<file path="src/hdl/stream_find_replace_first_defines.svh">
// assertion macros for the streaming find and replace block
`ifndef STREAM_FIND_REPLACE_FIRST_DEFINES_SVH
`define STREAM_FIND_REPLACE_FIRST_DEFINES_SVH

// same-cycle implication, sampled on clk_i, off during reset
`define SFR_ASSERT_IMPL(lbl, ante, cons, msg) \
  lbl: assert property (@(posedge clk_i) disable iff (!rst_ni) (ante) |-> (cons)) \
    else $error(msg);

// next-cycle implication, sampled on clk_i, off during reset
`define SFR_ASSERT_NEXT(lbl, ante, cons, msg) \
  lbl: assert property (@(posedge clk_i) disable iff (!rst_ni) (ante) |=> (cons)) \
    else $error(msg);

`endif

</file>
<file path="src/hdl/sfr_pkg.sv">
// shared types and constants of the streaming find and replace block
package sfr_pkg;

  localparam int unsigned CharW          = 8;
  localparam int unsigned CfgW           = 64;
  localparam int unsigned LenW           = 4;
  localparam int unsigned PatternMaxDef  = 8;
  localparam int unsigned ReplaceMaxDef  = 8;

  typedef enum logic [1:0] {
    REG_PATTERN_BYTES      = 2'd0,
    REG_PATTERN_LENGTH     = 2'd1,
    REG_REPLACEMENT_BYTES  = 2'd2,
    REG_REPLACEMENT_LENGTH = 2'd3
  } cfg_reg_e;

  typedef struct packed {
    logic [CharW-1:0] ch;
    logic             present;
    logic             last;
  } res_t;

endpackage

</file>
<file path="src/hdl/sfr_cell.sv">
// one window cell: holds a character, takes an insert, shifts toward the head
module sfr_cell (
  input  logic                         clk_i,
  input  logic                         load_i,
  input  logic                         shift_i,
  input  logic [sfr_pkg::CharW-1:0]    char_i,
  input  logic [sfr_pkg::CharW-1:0]    right_i,
  input  logic [sfr_pkg::CharW-1:0]    pat_i,
  output logic [sfr_pkg::CharW-1:0]    post_o,
  output logic                         eq_o
);

  logic [sfr_pkg::CharW-1:0] char_q;
  logic [sfr_pkg::CharW-1:0] char_d;

  // value after this cycle's insert, seen by the left neighbor
  assign post_o = load_i ? char_i : char_q;
  assign eq_o   = (post_o == pat_i);
  assign char_d = shift_i ? right_i : post_o;

  always_ff @(posedge clk_i) begin
    char_q <= char_d;
  end

endmodule

</file>
<file path="src/hdl/sfr_out_skid.sv">
// output register with a skid stage for the result channel
module sfr_out_skid (
  input  logic          clk_i,
  input  logic          rst_ni,
  input  logic          push_i,
  input  sfr_pkg::res_t push_data_i,
  output logic          full_o,
  output logic          out_valid_o,
  input  logic          out_stall_i,
  output sfr_pkg::res_t out_data_o
);

  logic          out_v_q;
  logic          skid_v_q;
  sfr_pkg::res_t out_q;
  sfr_pkg::res_t skid_q;
  logic          take;

  assign take        = out_v_q && !out_stall_i;
  assign full_o      = skid_v_q;
  assign out_valid_o = out_v_q;
  assign out_data_o  = out_q;

  always_ff @(posedge clk_i or negedge rst_ni) begin
    if (!rst_ni) begin
      out_v_q  <= 1'b0;
      skid_v_q <= 1'b0;
    end else if (push_i) begin
      if (!out_v_q || take) begin
        out_v_q <= 1'b1;
      end else begin
        skid_v_q <= 1'b1;
      end
    end else if (take) begin
      if (skid_v_q) begin
        skid_v_q <= 1'b0;
      end else begin
        out_v_q <= 1'b0;
      end
    end
  end

  always_ff @(posedge clk_i) begin
    if (push_i) begin
      if (!out_v_q || take) begin
        out_q <= push_data_i;
      end else begin
        skid_q <= push_data_i;
      end
    end else if (take && skid_v_q) begin
      out_q <= skid_q;
    end
  end

endmodule

</file>
<file path="src/hdl/stream_find_replace_first.sv">
// streaming find and replace of the first match, top level
//
// Text enters on the input channel one character per transfer, end_of_text_i
// high on the final one. Edited text leaves on the output channel; an
// end-only marker (char_present_o low) closes a text whose tail was deleted.
// Config registers are written through cfg_we_i / cfg_idx_i / cfg_data_i;
// the user must write them only while the block is idle (not enforced here).
// A row of PATTERN_MAX cells holds the window; every cell compares its
// character with its pattern byte, and on a drop every cell takes its right
// neighbor. A character that yields at most one result does not hold the input,
// so plain text streams at one transfer per cycle while the receiver does not
// stall; results are registered in the output register. While a replacement of
// R characters or an end-of-text flush of F window characters is pushed, one
// character at a time, the input is stalled; the one output port is the limit.
// Reset empties the window, clears the match flag and sets the registers to
// their defaults (pattern length 1). When the receiver stalls, results wait
// in the output register and a skid stage, and the input stalls once the
// skid stage is occupied.
`include "stream_find_replace_first_defines.svh"

module stream_find_replace_first #(
  parameter int unsigned PATTERN_MAX = sfr_pkg::PatternMaxDef,
  parameter int unsigned REPLACE_MAX = sfr_pkg::ReplaceMaxDef
) (
  input  logic                       clk_i,
  input  logic                       rst_ni,
  input  logic                       cfg_we_i,
  input  logic [1:0]                 cfg_idx_i,
  input  logic [sfr_pkg::CfgW-1:0]   cfg_data_i,
  input  logic                       in_valid_i,
  output logic                       in_stall_o,
  input  logic [sfr_pkg::CharW-1:0]  text_char_i,
  input  logic                       end_of_text_i,
  output logic                       out_valid_o,
  input  logic                       out_stall_i,
  output logic [sfr_pkg::CharW-1:0]  out_char_o,
  output logic                       char_present_o,
  output logic                       end_of_output_o
);

  localparam int unsigned FW  = $clog2(PATTERN_MAX + 1);
  localparam int unsigned RIW = (REPLACE_MAX > 1) ? $clog2(REPLACE_MAX) : 1;
  localparam int unsigned LW  = sfr_pkg::LenW;

  typedef enum logic [1:0] {
    ST_RUN,
    ST_REPL,
    ST_FLUSH
  } state_e;

  // config registers
  logic [sfr_pkg::CfgW-1:0] pattern_bytes_q;
  logic [LW-1:0]            pattern_length_q;
  logic [sfr_pkg::CfgW-1:0] replacement_bytes_q;
  logic [LW-1:0]            replacement_length_q;

  always_ff @(posedge clk_i or negedge rst_ni) begin
    if (!rst_ni) begin
      pattern_bytes_q      <= '0;
      pattern_length_q     <= LW'(1);
      replacement_bytes_q  <= '0;
      replacement_length_q <= '0;
    end else if (cfg_we_i) begin
      unique case (sfr_pkg::cfg_reg_e'(cfg_idx_i))
        sfr_pkg::REG_PATTERN_BYTES:      pattern_bytes_q      <= cfg_data_i;
        sfr_pkg::REG_PATTERN_LENGTH:     pattern_length_q     <= cfg_data_i[LW-1:0];
        sfr_pkg::REG_REPLACEMENT_BYTES:  replacement_bytes_q  <= cfg_data_i;
        sfr_pkg::REG_REPLACEMENT_LENGTH: replacement_length_q <= cfg_data_i[LW-1:0];
      endcase
    end
  end

  logic [LW-1:0] plen;
  logic [LW-1:0] rlen;

  always_comb begin
    if (pattern_length_q == '0) begin
      plen = LW'(1);
    end else if (pattern_length_q > LW'(PATTERN_MAX)) begin
      plen = LW'(PATTERN_MAX);
    end else begin
      plen = pattern_length_q;
    end
    if (replacement_length_q > LW'(REPLACE_MAX)) begin
      rlen = LW'(REPLACE_MAX);
    end else begin
      rlen = replacement_length_q;
    end
  end

  // control state
  state_e         state_q, state_d;
  logic [FW-1:0]  fill_q, fill_d;
  logic           match_done_q, match_done_d;
  logic [RIW-1:0] ridx_q, ridx_d;
  logic           pend_eot_q, pend_eot_d;

  // window row
  logic                      ins;
  logic                      shift;
  logic [sfr_pkg::CharW-1:0] post [PATTERN_MAX];
  logic [PATTERN_MAX-1:0]    eq;
  logic [PATTERN_MAX-1:0]    care;
  logic                      match_all;

  for (genvar i = 0; i < PATTERN_MAX; i++) begin : g_cell
    logic [sfr_pkg::CharW-1:0] right;
    if (i == PATTERN_MAX - 1) begin : g_tail
      assign right = '0;
    end else begin : g_mid
      assign right = post[i+1];
    end
    assign care[i] = (LW'(i) < plen);
    sfr_cell u_cell (
      .clk_i   (clk_i),
      .load_i  (ins && (fill_q == FW'(i))),
      .shift_i (shift),
      .char_i  (text_char_i),
      .right_i (right),
      .pat_i   (pattern_bytes_q[sfr_pkg::CharW*i +: sfr_pkg::CharW]),
      .post_o  (post[i]),
      .eq_o    (eq[i])
    );
  end

  assign match_all = &(eq | ~care);

  // result path
  logic          push_v;
  sfr_pkg::res_t push_data;
  logic          skid_full;
  sfr_pkg::res_t out_data;
  logic          can_push;
  logic [FW-1:0] fill_inc;
  logic          repl_last;

  assign can_push   = !skid_full;
  assign in_stall_o = !((state_q == ST_RUN) && can_push);
  assign fill_inc   = fill_q + FW'(1);
  assign repl_last  = ((LW'(ridx_q) + LW'(1)) == rlen);

  always_comb begin
    state_d      = state_q;
    fill_d       = fill_q;
    match_done_d = match_done_q;
    ridx_d       = ridx_q;
    pend_eot_d   = pend_eot_q;
    push_v       = 1'b0;
    push_data    = '0;
    ins          = 1'b0;
    shift        = 1'b0;
    unique case (state_q)
      ST_RUN: begin
        if (in_valid_i && can_push) begin
          if (match_done_q) begin
            push_v            = 1'b1;
            push_data.ch      = text_char_i;
            push_data.present = 1'b1;
            push_data.last    = end_of_text_i;
            if (end_of_text_i) begin
              match_done_d = 1'b0;
            end
          end else begin
            ins = 1'b1;
            if ((LW'(fill_inc) == plen) && match_all) begin
              fill_d       = '0;
              match_done_d = 1'b1;
              if (rlen == '0) begin
                if (end_of_text_i) begin
                  // match deleted at the very end: end-only marker
                  push_v         = 1'b1;
                  push_data.last = 1'b1;
                  match_done_d   = 1'b0;
                end
              end else begin
                push_v            = 1'b1;
                push_data.ch      = replacement_bytes_q[sfr_pkg::CharW-1:0];
                push_data.present = 1'b1;
                if (rlen == LW'(1)) begin
                  push_data.last = end_of_text_i;
                  if (end_of_text_i) begin
                    match_done_d = 1'b0;
                  end
                end else begin
                  ridx_d     = RIW'(1);
                  pend_eot_d = end_of_text_i;
                  state_d    = ST_REPL;
                end
              end
            end else if (end_of_text_i || (LW'(fill_inc) >= plen)) begin
              push_v            = 1'b1;
              push_data.ch      = post[0];
              push_data.present = 1'b1;
              shift             = 1'b1;
              fill_d            = fill_q;
              if (end_of_text_i) begin
                if (fill_q == '0) begin
                  push_data.last = 1'b1;
                end else begin
                  state_d = ST_FLUSH;
                end
              end
            end else begin
              fill_d = fill_inc;
            end
          end
        end
      end
      ST_REPL: begin
        if (can_push) begin
          push_v            = 1'b1;
          push_data.ch      = replacement_bytes_q[sfr_pkg::CharW*ridx_q +: sfr_pkg::CharW];
          push_data.present = 1'b1;
          push_data.last    = repl_last && pend_eot_q;
          if (repl_last) begin
            state_d = ST_RUN;
            if (pend_eot_q) begin
              match_done_d = 1'b0;
            end
          end else begin
            ridx_d = ridx_q + RIW'(1);
          end
        end
      end
      ST_FLUSH: begin
        if (can_push) begin
          push_v            = 1'b1;
          push_data.ch      = post[0];
          push_data.present = 1'b1;
          shift             = 1'b1;
          fill_d            = fill_q - FW'(1);
          if (fill_q == FW'(1)) begin
            push_data.last = 1'b1;
            state_d        = ST_RUN;
          end
        end
      end
      default: begin
        state_d = ST_RUN;
      end
    endcase
  end

  always_ff @(posedge clk_i or negedge rst_ni) begin
    if (!rst_ni) begin
      state_q      <= ST_RUN;
      fill_q       <= '0;
      match_done_q <= 1'b0;
      ridx_q       <= '0;
      pend_eot_q   <= 1'b0;
    end else begin
      state_q      <= state_d;
      fill_q       <= fill_d;
      match_done_q <= match_done_d;
      ridx_q       <= ridx_d;
      pend_eot_q   <= pend_eot_d;
    end
  end

  sfr_out_skid u_out (
    .clk_i       (clk_i),
    .rst_ni      (rst_ni),
    .push_i      (push_v),
    .push_data_i (push_data),
    .full_o      (skid_full),
    .out_valid_o (out_valid_o),
    .out_stall_i (out_stall_i),
    .out_data_o  (out_data)
  );

  assign out_char_o      = out_data.ch;
  assign char_present_o  = out_data.present;
  assign end_of_output_o = out_data.last;

  `SFR_ASSERT_IMPL(a_fill_bound, state_q == ST_RUN, fill_q < FW'(PATTERN_MAX), "window overfull")
  `SFR_ASSERT_IMPL(a_flush_nonempty, state_q == ST_FLUSH, fill_q != '0, "flush of empty window")
  `SFR_ASSERT_IMPL(a_done_empty, match_done_q, fill_q == '0, "window kept after match")
  `SFR_ASSERT_IMPL(a_push_room, push_v, !skid_full, "result pushed into full skid stage")
  `SFR_ASSERT_NEXT(a_end_clears, push_v && push_data.last, !match_done_q && fill_q == '0 && state_q == ST_RUN, "state not cleared at end of text")

endmodule
</file>
<file path="config.mk">
export PLATFORM = sky130hd
export DESIGN_NAME = stream_find_replace_first
export DESIGN_NICKNAME = d
export VERILOG_FILES = /design/src/hdl/sfr_pkg.sv /design/src/hdl/sfr_cell.sv /design/src/hdl/sfr_out_skid.sv /design/src/hdl/stream_find_replace_first.sv
export VERILOG_INCLUDE_DIRS = /design/src /design/src/hdl
export SDC_FILE = /design/constraint.sdc
export NUM_CORES = 1
export LEC_CHECK = 0
export ABC_AREA = 1
export BUFFER_PORTS_ARGS = -buffer_cell sky130_fd_sc_hd__buf_2
export CAP_MARGIN = 30
export CORE_MARGIN = 2
export CORE_UTILIZATION = 65
export CTS_CLUSTER_SIZE = 20
export DETAILED_ROUTE_END_ITERATION = 16
export GPL_TIMING_DRIVEN = 1
export PLACE_DENSITY = 0.86
export SKIP_LAST_GASP = 1
export SLEW_MARGIN = 20
export SYNTH_ARGS = -nofsm -noshare
export SYNTH_HDL_FRONTEND = slang
export SYNTH_HIERARCHICAL = 1
export SYNTH_SLANG_ARGS = --single-unit
</file>
<file path="constraint.sdc">
create_clock -name clk_i -period 6.1 [get_ports clk_i]
set_clock_uncertainty 0.15 [all_clocks]
set_input_delay 1.22 -clock clk_i [delete_from_list [all_inputs] [get_ports clk_i]]
set_output_delay 1.22 -clock clk_i [all_outputs]
set_load 0.1 [all_outputs]
</file>
==> out/qor.yml, run 1 <==
dp_cells: 2110
port_buffers: 91
p_leak_uw: 0.00754
relSlewSlack: 0.362
slowest_stage: "nor3_2"
ys_types: 41
hold_path.class: "flop to flop"
cp_common_cell: "nand2_1"
ios: 92
setup_viol: 0
synth-seq-cells: 233
antenna_cells: 0
fin_tns_setup_ns: 0
synth_ff_type: "dfrtp_1"
multi_input_area_sq_mm: 0.00602
avgSynthCellArea_sq_um: 7.14
drv_slew: 0
drc_errors: 0
reg2reg_slack_ns: 0.65
cp.required_ns: 6.15
post_cts_resize_count: 0
die_y_um: 144
synthArstFlopShare: 0.639
synth_edf_count: 20
ant_nets: 0
cts_hold_buf: 0
cts_root_buffer: "clkbuf_16"
cp_slowest_stage_delay_ns: 0.45
grt_pass1_vias: 11500
total_power_uw: 6690
status: "finished clean"
hold_viol_final: 0
worstSkewPairLatency_ns: 0.53
timing.final.crit_share: 0.894
nNetsFinal: 1964
worstSetupPathType: "flop to flop"
track_usage: 0.354
num_vias: 12200
clk_pin_slew_ns: 0.06
synthAdderAreaFrac: 0.0127
gr-total-overflow: 0
mostFrequentLayoutCells: "nand2_1 (562), inv_1 (227), o21ai_0 (150), dfrtp_1 (148), nor2_1 (143)"
ys_seq_area_frac: 0.438
fp-row-count: 51
crit_arrival_ns: 5.50
synthTopCellsByArea: "dfrtp_1 (29%), nand2_1 (16%), dfxtp_1 (10%), inv_1 (6.7%), o21ai_0 (5.9%)"
nFillCells: 1564
fin_util: 0.738
syn_area_sq_mm: 0.0128
p_per_area_mw_per_mm2: 467
netlist.area_leader.share: 0.289
synth_cells: 1794
worst_pin_slew_ns: 0.958
grt_max_degree: 90
cp_max_fo: 15
rsz0062_at_grt: "no"
final_cells: 2154
fin_crit_ns: 5.45
synth_top_area_cell: "dfrtp_1"
synth-xor-area-share: 0.00342
synth-compound-area-share: 0.121
die-width_um: 144
cts_buffers: 24
core_area_sq_mm: 0.0194
initial_core_util: 0.660
wl_per_cell_um: 16.8
cts.sinks: 233
ir_drop_v: 0.000267
area.sequential_sq_mm: 0.00561
die_area_sq_mm: 0.0208
dr.first_iter.drc_count: 1246
synth-simple-area-share: 0.327
grt_pass1_wl_um: 57700
viasPerCell: 5.65
totalWireLength_um: 36100
cts_buffer_depth: 3
muxShareOfSynthArea: 0
mostFrequentLayoutCell: "nand2_1"
ys_warn_count: 6
dp.final_hpwl_um: 25300
area_delta_synth_final_pct: 11.7
drive_gt1_frac: 0.149
maxCapViolations: 0
place.gp.congestion: 0.939
start_kind: "flop"
whs_ns: 0.332
cts_tree: "yes"
synth_top_family_by_area: "simple AND/OR/NAND/NOR gates"
h-tree-depth: 1
cp-end-kind: "flop"
firstDrtPassIters: 6
fmax_ghz: 0.183
antenna_found_initial: 0
cts_setup_buffers: 0
==> flip-flops by register name, indices dropped and copies added (netlist names) <==
register and count:
fill_q 4, g_cell.u_cell/char_q 64, match_done_q 1, pattern_bytes_q 64, pattern_length_q 4, pend_eot_q 1
replacement_bytes_q 64, replacement_length_q 4, ridx_q 3, state_q 2, u_out/full_o 1, u_out/out_data_o 10
u_out/out_valid_o 1, u_out/skid_q 10
==> metrics by stage <==
stage | worst slack [ns] | instance area (sq um)
2_1_floorplan | 1.45 | 12800
3_3_place_gp | 0.602 | 13500
3_5_place_dp | 0.454 | 13500
4_1_cts | 0.768 | 14300
5_1_grt | 0.152 | 14300
6_report | 0.645 | 14300
==> cells by family after synthesis <==
logic type,after synthesis
simple gates,964
buf+inv,307
xor+xnor,5
other cells,1
compound gates,271
flops,233
fa+ha+maj,13
==> report_power, final <==
part / switching [uW] / internal (uW) / leakage [uW]
logic: 1980 / 821 / 0.00454
registers: 276 / 2030 / 0.00259
clock network: 624 / 957 / 0.000413
==> final timing paths <==
| check | cells past startpoint | from | to |
|---|---|---|---|
| setup / recovery | 28 | state_q[0]$_DFFE_PN0P_ | u_out/out_data_o[1]$_DFFE_PP_ |
| hold / removal | 2 | replacement_bytes_q[34]$_DFFE_PN0P_ | replacement_bytes_q[34]$_DFFE_PN0P_ |
| setup reg to reg | 28 | state_q[0]$_DFFE_PN0P_ | u_out/out_data_o[1]$_DFFE_PP_ |
| hold reg to reg | 2 | replacement_bytes_q[34]$_DFFE_PN0P_ | replacement_bytes_q[34]$_DFFE_PN0P_ |
| max in group asynchronous | 2 | rst_ni | replacement_bytes_q[22]$_DFFE_PN0P_ |
| min in group asynchronous | 1 | rst_ni | pattern_bytes_q[63]$_DFFE_PN0P_ |
==> worst max-delay path: cells and delay by family (launching register included) <==
family	cells	cell delay, ns
compound gates	3	0.69
buf+inv	6	1.10
simple gates	18	2.40
flops	1	0.41
fa+ha+maj	1	0.35
==> synthesized netlist by cell type (3+ instances only) <==
master and instances:
o221ai_1 16, edfxtp_1 20, nor3_1 6, nand2_1 562, a31oi_1 67, clkbuf_1 34
nand2_2 82, inv_2 18, dfxtp_1 64, inv_1 227, nand2_4 11, nand3b_1 9
dfrtp_1 148, buf_2 15, ha_1 13, nand3_1 129, o21ai_0 150, nand4_1 9
xor2_1 3, nor2_1 143, o21bai_1 3, a21oi_1 10, a21oi_2 8, buf_6 10
nor2_2 4, o21ai_1 14
==> per-layer routing <==
layer  global-route usage  up-vias  wire [um]
met5                    0        -          0
met4                0.133        0       1560
met3               0.0735      117       3330
met2                0.561      606      16200
met1                0.484     5597      15000
li1                     -     5859          -
==> final cells by class <==
class / instances / share of cell area
clock buffers: 34 / 0.0481
clock inverters: 10 / 0.0116
inverters: 247 / 0.0648
multi-input cells: 1261 / 0.421
flip-flops and latches: 233 / 0.392
well taps: 265 / 0.0232
repair buffers: 104 / 0.0391
Power figures use the tool's default switching activity.
==> run 2, diff against run 1 <==
- CAP_MARGIN: 30 -> 25
- CELL_PAD_IN_SITES_DETAIL_PLACEMENT: default -> 0
- CELL_PAD_IN_SITES_GLOBAL_PLACEMENT: default -> 2
- CORE_UTILIZATION: 65 -> 38
- PLACE_DENSITY: 0.86 -> 0.87
- SKIP_CTS_REPAIR_TIMING: default -> 1
==> out/qor.yml, run 2 (synthesis results as in run 1) <==
status: "finished clean"
mostFrequentLayoutCell: "nand2_1"
start_kind: "flop"
cp_max_fo: 15
dr.first_iter.drc_count: 878
fmax_ghz: 0.184
placed_area_sq_mm: 0.0137
cts.sinks: 233
fin_tns_setup_ns: 0
gr-total-overflow: 0
grt_pass1_vias: 11100
cts_buffers: 28
worstSkewPairLatency_ns: 0.55
clk_pin_slew_ns: 0.06
worst_pin_slew_ns: 0.945
area.sequential_sq_mm: 0.00561
core_area_sq_mm: 0.0334
ios: 92
nNetsFinal: 1970
hold_path.class: "flop to flop"
worstSetupPathType: "flop to flop"
firstDrtPassIters: 7
multi_input_area_sq_mm: 0.00603
p_per_area_mw_per_mm2: 471
fp-row-count: 67
drv_slew: 0
die_y_um: 188
timing.final.crit_share: 0.892
cts_tree: "yes"
cp-end-kind: "flop"
grt.met1_usage: 0.339
relSlewSlack: 0.370
total_power_uw: 6930
reg_top3: "g_cell.u_cell/char_q x64, pattern_bytes_q x64, replacement_bytes_q x64"
totalWireLength_um: 39700
nFillCells: 3554
ant_nets: 0
mostFrequentLayoutCells: "nand2_1 (562), inv_1 (227), o21ai_0 (150), dfrtp_1 (148), nor2_1 (143)"
drc_errors: 0
maxCapViolations: 0
drive_gt1_frac: 0.153
antenna_found_initial: 0
h-tree-depth: 1
cts_root_buffer: "clkbuf_16"
cts_buffer_depth: 3
setup_viol: 0
wl_per_cell_um: 16.9
viasPerCell: 4.94
die-width_um: 188
cp.required_ns: 6.16
fin_crit_ns: 5.44
ir_drop_v: 0.000381
grt_pass1_wl_um: 63100
place.gp.congestion: 0.846
p_leak_uw: 0.00764
track_usage: 0.228
gr-usage-met3: 0.0322
rsz0062_at_grt: "no"
die_area_sq_mm: 0.0352
antenna_cells: 0
crit_arrival_ns: 5.50
met2_usage: 0.349
port_buffers: 91
grt_max_degree: 95
whs_ns: 0.335
stdcell_area_sq_mm: 0.0147
initial_core_util: 0.384
dp.final_hpwl_um: 28800
grt_busiest_layer: "met2"
hold_viol_final: 0
area_delta_synth_final_pct: 14.9
num_vias: 11600
==> run 2: final cells by class <==
type	instances	area share
inverter	247	0.0630
clock inverter	8	0.00977
timing repair buffer	106	0.0390
tap	448	0.0381
clock buffer	44	0.0593
sequential	233	0.381
multi-input combinational	1261	0.410
==> run 2: power by group <==
group / switching, uW / internal (uW)
Combinational: 1980 / 827
Clock: 681 / 1150
Sequential: 263 / 2030
==> run 2: worst max-delay path, stage by stage (launching register included) <==
cell,delay (ns)
dfrtp_1,0.42
inv_1,0.11
ha_1,0.36
nand2_1,0.13
nor2_1,0.14
inv_1,0.18
nor2_1,0.15
inv_2,0.13
nor3_2,0.39
buf_4,0.30
nand2_2,0.09
nand3_1,0.11
nand2_1,0.05
nor2_1,0.12
nand2_1,0.07
nor2_1,0.29
nand2_1,0.14
a21oi_2,0.17
nand3_2,0.10
nand2_4,0.14
nand2_4,0.17
nor2_2,0.11
o21bai_1,0.09
a21oi_2,0.44
nand3_1,0.16
inv_1,0.34
==> run 2: per-layer routing <==
metal	share of wire	vias to the layer above
met5	0	-
met4	0.022	0
met3	0.051	48
met2	0.43	261
met1	0.50	5409
li1	-	5882
==> run 2: metrics by stage <==
stage	setup slack, ns	cells	utilization
final	0.660	2347	0.441
after global routing	0.174	2347	0.441
after CTS	0.640	2347	0.441
after detailed placement	0.340	2295	0.411
after global placement	0.410	2295	0.411
after floorplan	1.45	1801	-
==> run 2: worst paths after layout <==
check                                               startpoint                                   to  slack, ns  depth (start not counted)
max                                     state_q[0]$_DFFE_PN0P_            u_out/skid_q[0]$_DFFE_PP_       0.66                         25
max reg2reg                             state_q[0]$_DFFE_PN0P_            u_out/skid_q[0]$_DFFE_PP_       0.66                         25
min                        replacement_bytes_q[28]$_DFFE_PN0P_  replacement_bytes_q[28]$_DFFE_PN0P_       0.33                          2
min reg2reg                replacement_bytes_q[28]$_DFFE_PN0P_  replacement_bytes_q[28]$_DFFE_PN0P_       0.33                          2
min in group asynchronous                               rst_ni      pattern_bytes_q[62]$_DFFE_PN0P_       0.59                          1
max in group asynchronous                               rst_ni  replacement_bytes_q[38]$_DFFE_PN0P_       4.12                          2
==> run 3, diff against run 2 <==
--- a/config.mk
+++ b/config.mk
@@ -14,3 +14,3 @@
 export CORE_MARGIN = 2
-export CORE_UTILIZATION = 38
+export CORE_UTILIZATION = 32
 export CTS_CLUSTER_SIZE = 20
@@ -18,3 +18,3 @@
 export GPL_TIMING_DRIVEN = 1
-export PLACE_DENSITY = 0.87
+export PLACE_DENSITY = 0.78
 export SKIP_CTS_REPAIR_TIMING = 1
==> constraint.sdc (replaced) <==
create_clock -name clk_i -period 4.4 [get_ports clk_i]
set_clock_uncertainty 0.15 [all_clocks]
set_input_delay 0 -clock clk_i [delete_from_list [all_inputs] [get_ports clk_i]]
set_output_delay 0 -clock clk_i [all_outputs]
set_load 0.1 [all_outputs]
==> out/qor.yml, run 3 (synthesis results as in run 1) <==
drc_errors: 0
cp-end-kind: "flop"
die-width_um: 204
cts_tree: "yes"
die_area_sq_mm: 0.0416
p_per_area_mw_per_mm2: 618
worstSkewPairLatency_ns: 0.55
track_usage: 0.204
wl_per_cell_um: 16.5
place.gp.congestion: 0.836
viasPerCell: 4.68
firstDrtPassIters: 5
crit_arrival_ns: 4.27
maxCapViolations: 0
placed_area_sq_mm: 0.0142
mostFrequentLayoutCells: "nand2_1 (550), inv_1 (225), o21ai_0 (149), dfrtp_1 (148), nor2_1 (133)"
dp.final_hpwl_um: 30300
drv_slew: 0
hold_path.class: "input port to flop"
total_power_uw: 10000
ir_drop_v: 0.000352
dr.first_iter.drc_count: 841
stdcell_area_sq_mm: 0.0162
cts.sinks: 233
rsz0062_at_grt: "yes"
cp.required_ns: 4.54
fmax_ghz: 0.242
initial_core_util: 0.323
mostFrequentLayoutCell: "nand2_1"
worst_pin_slew_ns: 0.811
slowest_stage: "dfrtp_1"
p_leak_uw: 0.00823
hold_viol_final: 0
antenna_cells: 0
clk_pin_slew_ns: 0.06
worstSetupPathType: "flop to flop"
fp-row-count: 73
grt_pass1_vias: 11200
start_kind: "flop"
nNetsFinal: 2091
core_area_sq_mm: 0.0396
cts_buffer_depth: 3
gr-total-overflow: 0
totalWireLength_um: 42000
antenna_found_initial: 0
port_buffers: 91
drive_gt1_frac: 0.176
reg_top3: "g_cell.u_cell/char_q x64, pattern_bytes_q x64, replacement_bytes_q x64"
relSlewSlack: 0.460
area_delta_synth_final_pct: 26.8
whs_ns: 0.108
fin_crit_ns: 4.14
ant_nets: 0
setup_viol: 0
cts_buffers: 28
status: "finished clean"
grt_pass1_wl_um: 65600
die_y_um: 204
timing.final.crit_share: 0.940
num_vias: 11900
cp_slowest_stage_delay_ns: 0.40
cts_root_buffer: "clkbuf_16"
ios: 92
cp_common_cell: "nand2_1"
grt_max_degree: 89
cp_max_fo: 11
h-tree-depth: 1
fin_util: 0.410
[run 3: cell types whose count changed in the layout (fill, tap and decap cells not counted), sizes merged]
cell,change
dlygate4sd3,+82
bufinv,-2
clkinvlp,+2
clkinv,-1
inv,-2
clkbuf,+4
buf,+38
[run 3: report_power, final]
| part | switching [uW] | total, uW | leakage (uW) | internal, uW |
|---|---|---|---|---|
| registers | 354 | 3170 | 0.00259 | 2810 |
| logic | 2900 | 4420 | 0.00516 | 1520 |
| clock network | 941 | 2450 | 0.000482 | 1500 |
[run 3: path summary, 6_finish.rpt]
path / startpoint / endpoint / slack (ns) / cells past startpoint
worst max-delay path: state_q[1]$_DFFE_PN0P_ / u_out/out_data_o[4]$_DFFE_PP_ / 0.26 / 31
worst min-delay path: cfg_data_i[22] / pattern_bytes_q[22]$_DFFE_PN0P_ / 0.11 / 4
worst max register to register: state_q[1]$_DFFE_PN0P_ / u_out/out_data_o[4]$_DFFE_PP_ / 0.26 / 31
worst min register to register: replacement_bytes_q[36]$_DFFE_PN0P_ / replacement_bytes_q[36]$_DFFE_PN0P_ / 0.34 / 2
max in group asynchronous: rst_ni / pattern_bytes_q[15]$_DFFE_PN0P_ / 3.18 / 4
min in group asynchronous: rst_ni / replacement_bytes_q[63]$_DFFE_PN0P_ / 0.41 / 4
[run 3: critical path: cells and delay by family, from the launching register on]
| family | cells | cell delay [ns] |
|---|---|---|
| AND/OR/NAND/NOR | 19 | 1.85 |
| flip-flops | 1 | 0.40 |
| AO/OA/AOI/OAI | 3 | 0.36 |
| adder cells (fa/ha/maj) | 1 | 0.19 |
| buffers and inverters | 8 | 0.89 |
[run 3: metal layers]
metal / vias to the layer above / routed length, um / global-route usage
met5: - / 0 / 0
met4: 0 / 780 / 0.0466
met3: 50 / 1630 / 0.0236
met2: 221 / 18500 / 0.320
met1: 5508 / 21100 / 0.299
li1: 6132 / - / -
[run 3: area by class of cell]
cell class / instances / area, sq um
multi-input combinational: 1261 / 6140
sequential: 233 / 5610
tap: 525 / 657
fill: 4179 / 23400
clock buffer: 48 / 907
inverter: 247 / 938
timing repair buffer: 226 / 1900
clock inverter: 4 / 70.1
timing repair inverter: 1 / 7.51
[run 3: through the flow]
stage,TNS (ns),setup WS [ns],std cells
after global routing,-0.121,-0.0707,2545
after global placement,-1.07,-0.133,2398
final,0,0.264,2545
after CTS,-2.71,-0.114,2450
after detailed placement,-1.31,-0.0623,2398
after floorplan,0,0.0512,1801
